<file path="src/hw/rtl/kda_pkg.sv">
// shared types and constants for the key debounce / auto-repeat / lockout block
`timescale 1ns / 1ps
`default_nettype none

package kda_pkg;

   // register indexes on the csr port
   localparam logic [1:0] CSR_DEBOUNCE_LIMIT = 2'd0;
   localparam logic [1:0] CSR_REPEAT_MASK    = 2'd1;
   localparam logic [1:0] CSR_GROUP_IDS      = 2'd2;

   // register reset values
   localparam logic [15:0] DEBOUNCE_LIMIT_RST = 16'd2;
   localparam logic [3:0]  REPEAT_MASK_RST    = 4'd0;
   localparam logic [31:0] GROUP_IDS_RST      = 32'h0002_0100;

   // hold timer saturation and repeat band edges
   localparam logic [15:0] HOLD_MAX    = 16'hFFFF;
   localparam logic [15:0] HOLD_BAND_1 = 16'd2000;
   localparam logic [15:0] HOLD_BAND_2 = 16'd5000;
   localparam logic [15:0] HOLD_BAND_3 = 16'd8000;
   localparam logic [15:0] HOLD_BAND_4 = 16'd11000;

   // repeat periods per band
   localparam logic [8:0] PERIOD_1 = 9'd500;
   localparam logic [8:0] PERIOD_2 = 9'd100;
   localparam logic [8:0] PERIOD_3 = 9'd20;
   localparam logic [8:0] PERIOD_4 = 9'd4;

   typedef struct packed {
      logic [31:0] group_ids;
      logic [3:0]  repeat_mask;
      logic [15:0] debounce_limit;
   } cfg_type;

   typedef struct packed {
      logic       remote_level;
      logic       remote_enable;
      logic       raw_level;
      logic [1:0] key_index;
   } req_type;

   typedef struct packed {
      logic [15:0] hold_ticks;
      logic        locked_out;
      logic        release_event;
      logic        press_event;
      logic        key_down;
      logic [1:0]  key_number;
   } rsp_type;

endpackage

`default_nettype wire

</file>
<file path="src/hw/rtl/kda_csr.sv">
// configuration registers with write decode
`timescale 1ns / 1ps
`default_nettype none

module kda_csr (
   input  wire logic            clock,
   input  wire logic            reset,
   input  wire logic            csr_wr_en,
   input  wire logic [1:0]      csr_index,
   input  wire logic [31:0]     csr_wr_data,
   output kda_pkg::cfg_type     cfg
);
   import kda_pkg::*;

   cfg_type cfg_ff;
   cfg_type cfg_in;

   always_comb begin
      cfg_in = cfg_ff;
      if (csr_wr_en) begin
         case (csr_index)
            CSR_DEBOUNCE_LIMIT: cfg_in.debounce_limit = csr_wr_data[15:0];
            CSR_REPEAT_MASK:    cfg_in.repeat_mask    = csr_wr_data[3:0];
            CSR_GROUP_IDS:      cfg_in.group_ids      = csr_wr_data;
            default:            cfg_in = cfg_ff;
         endcase
      end
   end

   always_ff @(posedge clock) begin
      if (reset) begin
         cfg_ff.debounce_limit <= DEBOUNCE_LIMIT_RST;
         cfg_ff.repeat_mask    <= REPEAT_MASK_RST;
         cfg_ff.group_ids      <= GROUP_IDS_RST;
      end else begin
         cfg_ff <= cfg_in;
      end
   end

   assign cfg = cfg_ff;

endmodule

`default_nettype wire

</file>
<file path="src/hw/rtl/kda_engine.sv">
// per-key state with its debounce, repeat and lockout update
`timescale 1ns / 1ps
`default_nettype none

module kda_engine #(
   parameter int NUM_KEYS = 4
) (
   input  wire logic             clock,
   input  wire logic             reset,
   input  wire logic             step_en,
   input  wire kda_pkg::req_type req,
   input  wire kda_pkg::cfg_type cfg,
   output kda_pkg::rsp_type      rsp
);
   import kda_pkg::*;

   logic        lvl_ff  [NUM_KEYS];
   logic [15:0] cnt_ff  [NUM_KEYS];
   logic [15:0] hold_ff [NUM_KEYS];
   logic [8:0]  rep_ff  [NUM_KEYS];
   logic [7:0]  lock_ff;

   logic        lvl_in;
   logic [15:0] cnt_in;
   logic [15:0] hold_in;
   logic [8:0]  rep_in;
   logic [7:0]  lock_in;
   logic        key_ok;

   always_comb begin
      logic        cur_lvl;
      logic [15:0] cur_cnt;
      logic [15:0] cur_hold;
      logic [8:0]  cur_rep;
      logic [7:0]  id;
      logic        rep_on;
      logic        blocked;
      logic        sample;
      logic [15:0] hold_inc;
      logic [8:0]  period;
      logic        press;
      logic        release_ev;

      cur_lvl  = 1'b0;
      cur_cnt  = '0;
      cur_hold = '0;
      cur_rep  = '0;
      for (int k = 0; k < NUM_KEYS; k++) begin
         if (32'(req.key_index) == k) begin
            cur_lvl  = lvl_ff[k];
            cur_cnt  = cnt_ff[k];
            cur_hold = hold_ff[k];
            cur_rep  = rep_ff[k];
         end
      end

      key_ok   = (32'(req.key_index) < NUM_KEYS);
      id       = 8'(cfg.group_ids >> {req.key_index, 3'b000});
      rep_on   = cfg.repeat_mask[req.key_index];
      blocked  = (lock_ff != 8'd0) && (id != 8'd0) && (id != lock_ff);
      sample   = req.remote_enable ? req.remote_level : ~req.raw_level;
      hold_inc = (cur_hold != HOLD_MAX) ? cur_hold + 16'd1 : cur_hold;

      if (hold_inc < HOLD_BAND_2)      period = PERIOD_1;
      else if (hold_inc < HOLD_BAND_3) period = PERIOD_2;
      else if (hold_inc < HOLD_BAND_4) period = PERIOD_3;
      else                             period = PERIOD_4;

      lvl_in     = cur_lvl;
      cnt_in     = cfg.debounce_limit;
      hold_in    = cur_hold;
      rep_in     = cur_rep;
      lock_in    = lock_ff;
      press      = 1'b0;
      release_ev = 1'b0;

      if (!blocked) begin
         hold_in = hold_inc;
         if (sample == cur_lvl) begin
            if (rep_on && cur_lvl) begin
               if (hold_inc < HOLD_BAND_1) begin
                  rep_in = PERIOD_1;
               end else if (cur_rep != 9'd0) begin
                  rep_in = cur_rep - 9'd1;
               end else begin
                  rep_in = period;
                  press  = 1'b1;
               end
            end
         end else if (cur_cnt != 16'd0) begin
            cnt_in = cur_cnt - 16'd1;
         end else begin
            // accepted level change
            hold_in = '0;
            lvl_in  = sample;
            if (sample) begin
               press = 1'b1;
               if (id != 8'd0) lock_in = id;
            end else begin
               release_ev = 1'b1;
               if (id != 8'd0) lock_in = 8'd0;
            end
         end
      end

      rsp.key_number    = req.key_index;
      rsp.key_down      = key_ok & lvl_in;
      rsp.press_event   = key_ok & press;
      rsp.release_event = key_ok & release_ev;
      rsp.locked_out    = key_ok & blocked;
      rsp.hold_ticks    = key_ok ? hold_in : 16'd0;
   end

   always_ff @(posedge clock) begin
      if (reset) begin
         for (int k = 0; k < NUM_KEYS; k++) begin
            lvl_ff[k]  <= 1'b0;
            cnt_ff[k]  <= DEBOUNCE_LIMIT_RST;
            hold_ff[k] <= '0;
            rep_ff[k]  <= '0;
         end
         lock_ff <= '0;
      end else if (step_en && key_ok) begin
         for (int k = 0; k < NUM_KEYS; k++) begin
            if (32'(req.key_index) == k) begin
               lvl_ff[k]  <= lvl_in;
               cnt_ff[k]  <= cnt_in;
               hold_ff[k] <= hold_in;
               rep_ff[k]  <= rep_in;
            end
         end
         lock_ff <= lock_in;
      end
   end

endmodule

`default_nettype wire

</file>
<file path="src/hw/rtl/key_debounce_autorepeat_lockout_top.sv">
// top level: input register, key state engine, result register, csr block
`timescale 1ns / 1ps
`default_nettype none

//  channel | dir | handshake            | payload
//  req     | in  | req_tvalid/tready    | req_tdata: key index, pin, remote select, remote level
//  rsp     | out | rsp_tvalid/tready    | rsp_tdata: key, down, press, release, lockout, hold
//  csr     | in  | csr_wr_en            | csr_index, csr_wr_data, no read-back
//
//  one word per cycle sustained while rsp_tready stays high; a word passes the input register, then the result register
//  the state read-modify-write for the sampled key happens in the cycle the word leaves
//  the input register, so back-to-back words on the same key see updated state
//  reset is synchronous, active high: clears the valid flags of both registers, key state and csr values
//  a stalled result holds; the input register keeps taking words while the result waits
//  until both registers are full, then req_tready drops

module key_debounce_autorepeat_lockout_top #(
   parameter int NUM_KEYS = 4
) (
   input  wire logic        clock,
   input  wire logic        reset,
   // request stream
   input  wire logic        req_tvalid,
   output      logic        req_tready,
   input  wire logic [7:0]  req_tdata,   // key_index[1:0], raw_level, remote_enable, remote_level, pad
   // result stream
   output      logic        rsp_tvalid,
   input  wire logic        rsp_tready,
   output      logic [23:0] rsp_tdata,   // key_number[1:0], key_down, press_event, release_event,
                                         // locked_out, hold_ticks[15:0], pad
   // configuration writes
   input  wire logic        csr_wr_en,
   input  wire logic [1:0]  csr_index,
   input  wire logic [31:0] csr_wr_data
);
   import kda_pkg::*;

   cfg_type cfg;

   // input register
   logic    in_valid_ff;
   logic    in_valid_in;
   req_type in_data_ff;
   req_type in_data_in;

   // result register
   logic    rsp_valid_ff;
   logic    rsp_valid_in;
   rsp_type rsp_data_ff;
   rsp_type rsp_data_in;

   rsp_type eng_rsp;
   logic    step_fire;

   // a word moves on when the result register is empty or being drained
   assign step_fire  = in_valid_ff && (!rsp_valid_ff || rsp_tready);
   assign req_tready = !in_valid_ff || step_fire;

   kda_csr u_csr (
      .clock       (clock),
      .reset       (reset),
      .csr_wr_en   (csr_wr_en),
      .csr_index   (csr_index),
      .csr_wr_data (csr_wr_data),
      .cfg         (cfg)
   );

   kda_engine #(
      .NUM_KEYS (NUM_KEYS)
   ) u_engine (
      .clock   (clock),
      .reset   (reset),
      .step_en (step_fire),
      .req     (in_data_ff),
      .cfg     (cfg),
      .rsp     (eng_rsp)
   );

   always_comb begin
      in_valid_in = in_valid_ff;
      in_data_in  = in_data_ff;
      if (req_tready) begin
         in_valid_in = req_tvalid;
         in_data_in  = req_tdata[4:0];
      end

      rsp_valid_in = rsp_valid_ff;
      rsp_data_in  = rsp_data_ff;
      if (step_fire) begin
         rsp_valid_in = 1'b1;
         rsp_data_in  = eng_rsp;
      end else if (rsp_tready) begin
         rsp_valid_in = 1'b0;
      end
   end

   // control
   always_ff @(posedge clock) begin
      if (reset) begin
         in_valid_ff  <= 1'b0;
         rsp_valid_ff <= 1'b0;
      end else begin
         in_valid_ff  <= in_valid_in;
         rsp_valid_ff <= rsp_valid_in;
      end
   end

   // payload, no reset needed
   always_ff @(posedge clock) begin
      in_data_ff  <= in_data_in;
      rsp_data_ff <= rsp_data_in;
   end

   assign rsp_tvalid = rsp_valid_ff;
   assign rsp_tdata  = {2'b00, rsp_data_ff};

endmodule

`default_nettype wire

</file>
<file path="config.mk">
export PLATFORM = sky130hd
export DESIGN_NAME = key_debounce_autorepeat_lockout_top
export DESIGN_NICKNAME = d
export VERILOG_FILES = /design/src/hw/rtl/kda_pkg.sv /design/src/hw/rtl/kda_csr.sv /design/src/hw/rtl/kda_engine.sv /design/src/hw/rtl/key_debounce_autorepeat_lockout_top.sv
export SDC_FILE = /design/constraint.sdc
export NUM_CORES = 1
export LEC_CHECK = 0
export ABC_AREA = 1
export BUFFER_PORTS_ARGS = -buffer_cell sky130_fd_sc_hd__clkbuf_2
export CORE_UTILIZATION = 52
export CTS_CLUSTER_DIAMETER = 80
export DETAILED_ROUTE_END_ITERATION = 10
export GPL_ROUTABILITY_DRIVEN = 0
export GPL_TIMING_DRIVEN = 0
export PLACE_DENSITY = 0.69
export SYNTH_ARGS = -nofsm -noshare
export SYNTH_HDL_FRONTEND = slang
export SYNTH_HIERARCHICAL = 1
export SYNTH_SLANG_ARGS = --single-unit
</file>
<file path="constraint.sdc">
create_clock -name clock -period 15 [get_ports clock]
set_input_delay 0.75 -clock clock [delete_from_list [all_inputs] [get_ports clock]]
set_output_delay 0.75 -clock clock [all_outputs]
set_load 0.02 [all_outputs]
</file>
Word-level counts from Yosys, hierarchy flattened
Memories as Yosys holds them, arrays and structs flattened.
Cells that the tools add are included.

storage, ports and cells
  flip-flop bits (word level) = 89
  RAM bits = 168
  input port bits = 47
  output and inout port bits = 26
  word-level logic and storage cells = 160
  memories = 4

operators by class
  add/subtract/negate cells = 3
  $lt $le $gt $ge = 5
  equality and inequality tests = 8
  shift-type cells = 1
  multiplexer cells = 83
  bitwise logic cells = 20
  reduce and logical (&&, ||, !) cells = 20

memory list
  memory            depth  bits a word  read ports  clocked after memory_dff  write ports  RTL line          text
  u_engine.cnt_ff   4      16           4           0                         4            kda_engine.sv:18  logic [15:0] cnt_ff [NUM_KEYS];
  u_engine.hold_ff  4      16           4           0                         4            kda_engine.sv:19  logic [15:0] hold_ff [NUM_KEYS];
  u_engine.rep_ff   4      9            4           0                         4            kda_engine.sv:20  logic [8:0] rep_ff [NUM_KEYS];
  u_engine.lvl_ff   4      1            4           0                         4            kda_engine.sv:17  logic lvl_ff [NUM_KEYS];

operators with widths
  operator                                                                        count
  16-bit two-way mux                                                              23
  9-bit two-way mux                                                               15
  1-bit two-way mux                                                               40
  16-bit by 13-bit less-than comparator with 1-bit output, second input constant  2
  32-bit by 5-bit >> shifter with 8-bit output                                    1
  8-bit two-way mux                                                               3
  16-bit by 1-bit adder with 16-bit output, second input constant                 1
  16-bit by 11-bit less-than comparator with 1-bit output, second input constant  1
  16-bit by 14-bit less-than comparator with 1-bit output, second input constant  1
  16-bit != test, second input constant                                           1
  1-bit bitwise OR                                                                16
  16-bit nonzero test                                                             1
  8-bit nonzero test                                                              2
  16-bit by 1-bit subtractor with 16-bit output, second input constant            1
  9-bit nonzero test                                                              1
  9-bit by 1-bit subtractor with 9-bit output, second input constant              1
  8-bit != test                                                                   1
  2-bit equality test, second input constant                                      3
  2-bit AND reduction                                                             3
  5-bit two-way mux                                                               1
  5-bit AND reduction                                                             1
  2-bit by 1-bit equality test with 1-bit output, second input constant           2
  1-bit logical AND                                                               4
  2-bit logical NOT                                                               2
  8 further kinds                                                                 13

Depth between registers and ports, before layout
  depth after elaboration = 17
  depth in mapped cells = 23
  mapped depth without buffers = 21

Hierarchy
The synthesis kept the hierarchy.

by module, submodules not included
  module                               times used  cells each  area each (um^2)  sequential area each (um^2)
  kda_engine                           1           1166        10052.1           5205.0
  kda_csr                              1           333         2160.8            1041.0
  key_debounce_autorepeat_lockout_top  1           40          913.4             850.8

Worst setup path before layout
No wires, ideal clock.

  path kind = in2reg
  start = in rsp_tready
  end = mem u_engine.cnt_ff[3][0] (enable)
  setup time = 0.500 ns
  arrival time = 5.401 ns
  data required time = 14.500 ns
  path slack = 9.099 ns
  cell stages on the path = 4
  buffers on the path = 0
  cell sequence = inv_1 -> a21oi_1 -> inv_1 -> o21ai_0

RTL lines
  what                RTL line                                   text
  start: declaration  key_debounce_autorepeat_lockout_top.sv:28  input wire logic rsp_tready,
  end: declaration    kda_engine.sv:18

==> impl_results.rst <==
.. list-table::
   :header-rows: 1

   * - Metric
     - Value
   * - Number of clock sinks
     - 257
   * - First-pass GRT wire length
     - 54240 µm
   * - Number of routed nets with antenna violations
     - 0
   * - Async SR Flop Fraction
     - 0%
   * - TritonCTS clock tree
     - done
   * - Maximum fanout along the worst path
     - 10
   * - Synthesized-area fraction occupied by xor and xnor cells
     - 1.401%
   * - Final period utilization
     - 23.83%
   * - Depth of the worst register-to-register path
     - 19
   * - Number of buffers inserted by post-CTS setup repair
     - 0
   * - Final Hold Fails
     - 0
   * - Syn avg cell area
     - 8.529 µm²
   * - Number of max-cap violations
     - 0
   * - Via count
     - 10728
   * - Met2 GRT Util
     - 45.96%
   * - Slowest cell on the critical path
     - sky130_fd_sc_hd__edfxtp_1
   * - Peak clock frequency supported by timing
     - 0.2797 GHz
   * - Data arrival at the endpoint of the critical path
     - 3.83 ns
   * - Worst vdd rail ir drop
     - 0.09647 mV
   * - Area added between synthesis and finish
     - 13.37%
   * - Total Power Consumption
     - 1.690 mW
   * - Routed wirelength normalized by instance count
     - 17.43 µm
   * - Number of antenna violations at the first check in global routing
     - 0
   * - Worst Setup Start Kind
     - register
   * - Register clock-pin slew on the reported worst setup and hold paths
     - 0.06 ns
   * - Area share of the leading cell type in the synthesized netlist
     - 44.61%
   * - Hold/Removal Path Class
     - input pin to register
   * - Multiplexer share of the synthesized area
     - 0.1525%
   * - Cell depth of the worst setup path
     - 19
   * - Initial Utilization
     - 53.50%
   * - Via density per instance
     - 5.410
   * - TritonRoute pass-1 iters
     - 7
   * - Fin cells
     - 1983
   * - Number of global-route vias before repair
     - 10207
   * - Core occupancy in the finished layout
     - 60.66%
   * - Area of the die
     - 25880 µm²
   * - Clock root buffer
     - sky130_fd_sc_hd__clkbuf_16
   * - Largest delay contributor family on the critical path
     - buffers and inverters
   * - Fraction of final layout cells with drive strength greater than 1
     - 14.83%
   * - Largest clock skew in the final design
     - 0.01228 ns
   * - Number of flops mapped to enable cells by yosys
     - 195
   * - # rows
     - 57
   * - Number of CTS-inserted buffers
     - 27
   * - Max Root-Sink Buffers
     - 3
   * - Kind of critical path
     - register to register
   * - Sequential share of the synthesized area
     - 54.07%
   * - Area of the mapped netlist
     - 13130 µm²
   * - Fill cells
     - 2189
   * - Pin slew with the least headroom to its limit
     - 0.9622 ns
   * - Library cell with the largest summed area after synthesis
     - sky130_fd_sc_hd__edfxtp_1
   * - Total number of yosys warnings
     - 6
   * - Remaining global-route overflow
     - 0
   * - Power per unit of standard cell area
     - 113.5 nW/µm²
   * - Final setup violation count
     - 0
   * - Unrepaired setup endpoints after global routing
     - no
   * - Total half-perimeter wirelength after legalization and detailed placement
     - 23800 µm
   * - Setup Total Neg Slack
     - 0 ns
   * - Setup slack of the worst register-to-register path
     - 11.43 ns
   * - Latest clock arrival within the worst-skew pair
     - 0.53 ns
   * - Main combinational cell family by area after synthesis
     - simple AND/OR/NAND/NOR gates
   * - Max Transition Viols Final
     - 0
   * - Leak
     - 6.271 nW
   * - Synth area leaders
     - sky130_fd_sc_hd__edfxtp_1, sky130_fd_sc_hd__nand2_1, sky130_fd_sc_hd__dfxtp_1
   * - Critical path endpoint
     - u_engine/cnt_ff[3][15]
   * - GR Util All Layers
     - 27.04%
   * - Buffers on Ports
     - 66
   * - Antenna diode count
     - 0
   * - Die boundary width
     - 160.9 µm
   * - Max-Slew Margin vs Limit
     - 35.61%
   * - Number of distinct library cells after synthesis
     - 52
   * - Total Wirelength
     - 34570 µm
   * - Post-CTS Hold Buffers
     - 0
   * - Slowest Stage Delay on Critical Path
     - 0.42 ns
   * - Gates resized, CTS repair
     - 0
   * - Final worst setup slack
     - 11.43 ns
   * - Number of instances in the synthesized netlist
     - 1539
   * - Post-synthesis register bit count
     - 257
   * - First-iteration detailed-routing DRC count
     - 878
   * - Critical R2R Launch
     - in_data_ff[0]
   * - Crit. End Element
     - register
   * - Number of design rule violations left after detail routing
     - 0
   * - Post-synthesis simple-gate area fraction
     - 28.47%
   * - Die Height
     - 160.9 µm
   * - Shortest clock period the worst path allows after layout
     - 3.575 ns
   * - Final layout net count
     - 1691
   * - Worst endpoint required time
     - 15.25 ns
   * - Maximum number of pins on one net before global-route repair
     - 24
   * - Total buffers and inverters traversed by the critical path
     - 9
   * - Critical path cell sequence
     - buf_6 > inv_6 > nand2_2 > inv_2 > buf_6 > buf_2 > nand2_1 > nand3_1 > inv_1 > ha_1 > inv_1 > nor3_1 > nand3_1 > nand3_1 > inv_2 > buf_4 > nand2_1 > o21ai_0 > nor2_1
   * - Share of the synthesized area in compound gates (AO/OA/AOI/OAI)
     - 7.139%
   * - GR Util met3
     - 2.841%
   * - Placement-stage worst setup slack
     - 11.32 ns
   * - Most Used Layer, Global Route
     - met2
   * - End of the worst register-to-register path
     - u_engine/cnt_ff[3][15]
   * - Result of the run
     - finished clean
   * - Core region area
     - 24530 µm²
   * - Io pins
     - 73
   * - Critical Path Start
     - in_data_ff[0]
   * - Most used DFF post-synth
     - sky130_fd_sc_hd__edfxtp_1
   * - Htree depth
     - 1
   * - Cell seen most often among critical-path stages
     - sky130_fd_sc_hd__nand3_1
   * - Met1 layer usage reported by global route
     - 35.99%
   * - Post-Place Cells
     - 1935
   * - Arithmetic-cell share of the synthesized area counting full adders, half adders and majority gates
     - 0.3813%
[flip-flops by register name, indices dropped and copies added, names as in the netlist]
| register | count |
|---|---|
| rsp_tvalid | 1 |
| u_csr/cfg | 52 |
| u_engine/lvl_ff | 4 |
| in_valid_ff | 1 |
| in_data_ff | 5 |
| u_engine/hold_ff | 64 |
| rsp_tdata | 22 |
| u_engine/rep_ff | 36 |
| u_engine/cnt_ff | 64 |
| u_engine/lock_ff | 8 |
[metal layers]
layer / up-vias / wire length [µm]
met1: 5049 / 14860
met4: 0 / 1087
li1: 5195 / -
met3: 76 / 2065
met5: - / 0
met2: 408 / 16560
[metrics by stage]
step	instance area, µm²	hold WS, ns
2_1_floorplan	13130	0.4417
3_3_place_gp	13870	0.4743
3_5_place_dp	14040	0.4734
4_1_cts	14880	0.3736
5_1_grt	14880	0.3735
6_report	14880	0.3933
[cell type report]
| cell class | count | area [µm²] | area share [%] |
|---|---|---|---|
| inverter | 163 | 631.9 | 4.246 |
| buffer | 70 | 465.4 | 3.128 |
| tap | 324 | 405.4 | 2.724 |
| clock buffer | 37 | 743.2 | 4.994 |
| sequential | 257 | 7097 | 47.69 |
| clock inverter | 11 | 101.3 | 0.6810 |
| timing repair buffer | 71 | 445.4 | 2.993 |
| multi-input combinational | 1050 | 4992 | 33.55 |
[synthesized netlist by cell type, types with 6 or more instances]
| cell type | n |
|---|---|
| sky130_fd_sc_hd__xor2_1 | 10 |
| sky130_fd_sc_hd__buf_2 | 15 |
| sky130_fd_sc_hd__buf_6 | 16 |
| sky130_fd_sc_hd__nor2_2 | 10 |
| sky130_fd_sc_hd__nor3_1 | 9 |
| sky130_fd_sc_hd__inv_1 | 147 |
| sky130_fd_sc_hd__nand3b_1 | 8 |
| sky130_fd_sc_hd__a22oi_1 | 6 |
| sky130_fd_sc_hd__nor2_1 | 247 |
| sky130_fd_sc_hd__xnor2_1 | 11 |
| sky130_fd_sc_hd__nand2_1 | 429 |
| sky130_fd_sc_hd__or2_2 | 9 |
| sky130_fd_sc_hd__o21ai_2 | 6 |
| sky130_fd_sc_hd__nand3_2 | 13 |
| sky130_fd_sc_hd__nand2_2 | 20 |
| sky130_fd_sc_hd__o21ai_0 | 31 |
| sky130_fd_sc_hd__clkbuf_1 | 25 |
| sky130_fd_sc_hd__edfxtp_1 | 195 |
| sky130_fd_sc_hd__nand4_1 | 24 |
| sky130_fd_sc_hd__dfxtp_1 | 62 |
| sky130_fd_sc_hd__inv_2 | 10 |
| sky130_fd_sc_hd__buf_4 | 11 |
| sky130_fd_sc_hd__a21oi_1 | 91 |
| sky130_fd_sc_hd__o21ai_1 | 8 |
| sky130_fd_sc_hd__a22o_1 | 6 |
| sky130_fd_sc_hd__nand3_1 | 69 |
[cells in the final DEF, fill, tap and decap left out, types with 4 or more instances in the layout]
master                      count
sky130_fd_sc_hd__nor3_1         9
sky130_fd_sc_hd__buf_2         15
sky130_fd_sc_hd__xor2_1        10
sky130_fd_sc_hd__dfxtp_1       62
sky130_fd_sc_hd__clkbuf_2      66
sky130_fd_sc_hd__clkbuf_16     27
sky130_fd_sc_hd__o21ai_1        8
sky130_fd_sc_hd__nand2_1      429
sky130_fd_sc_hd__ha_1           4
sky130_fd_sc_hd__clkinv_2       4
sky130_fd_sc_hd__o21ai_2        6
sky130_fd_sc_hd__o21ai_4        4
sky130_fd_sc_hd__inv_6          4
sky130_fd_sc_hd__clkinv_1       5
sky130_fd_sc_hd__nand3b_1       8
sky130_fd_sc_hd__inv_2         10
sky130_fd_sc_hd__buf_6         16
sky130_fd_sc_hd__a21oi_1       90
sky130_fd_sc_hd__nand2_2       20
sky130_fd_sc_hd__o21ai_0       27
sky130_fd_sc_hd__xnor2_1       11
sky130_fd_sc_hd__or2_2          9
sky130_fd_sc_hd__a22o_1         6
sky130_fd_sc_hd__clkbuf_1      32
sky130_fd_sc_hd__nor2_2        10
sky130_fd_sc_hd__nand3_2       13
sky130_fd_sc_hd__nand4_1       24
sky130_fd_sc_hd__buf_4         11
sky130_fd_sc_hd__inv_1        147
sky130_fd_sc_hd__a22oi_1        6
sky130_fd_sc_hd__nor2_1       247
sky130_fd_sc_hd__nor2_4         4
sky130_fd_sc_hd__nand3_1       69
sky130_fd_sc_hd__edfxtp_1     195
[worst min-delay path by stage]
stage                        startpoint  cells past startpoint             endpoint
finish                     req_tdata[0]                      1        in_data_ff[0]
global route               req_tdata[3]                      1        in_data_ff[3]
CTS                        req_tdata[0]                      1        in_data_ff[0]
detailed placement        u_csr/cfg[28]                      2        u_csr/cfg[28]
global placement    u_engine/lock_ff[2]                      2  u_engine/lock_ff[2]
floorplan                 u_csr/cfg[28]                      2        u_csr/cfg[28]
[where the power goes]
group	switching [mW]	internal, mW	leakage, nW
Sequential	0.0115	0.801	2.50
Combinational	0.162	0.0721	3.36
Clock	0.265	0.377	0.411
[kinds of logic after synthesis]
logic type               count (synthesis)
AND/OR/NAND/NOR                        856
flip-flops                             257
buffers and inverters                  233
AO/OA/AOI/OAI                          165
XOR/XNOR                                21
adder cells (fa/ha/maj)                  4
multiplexers                             2
other                                    1
Power figures use the tool's default switching activity.
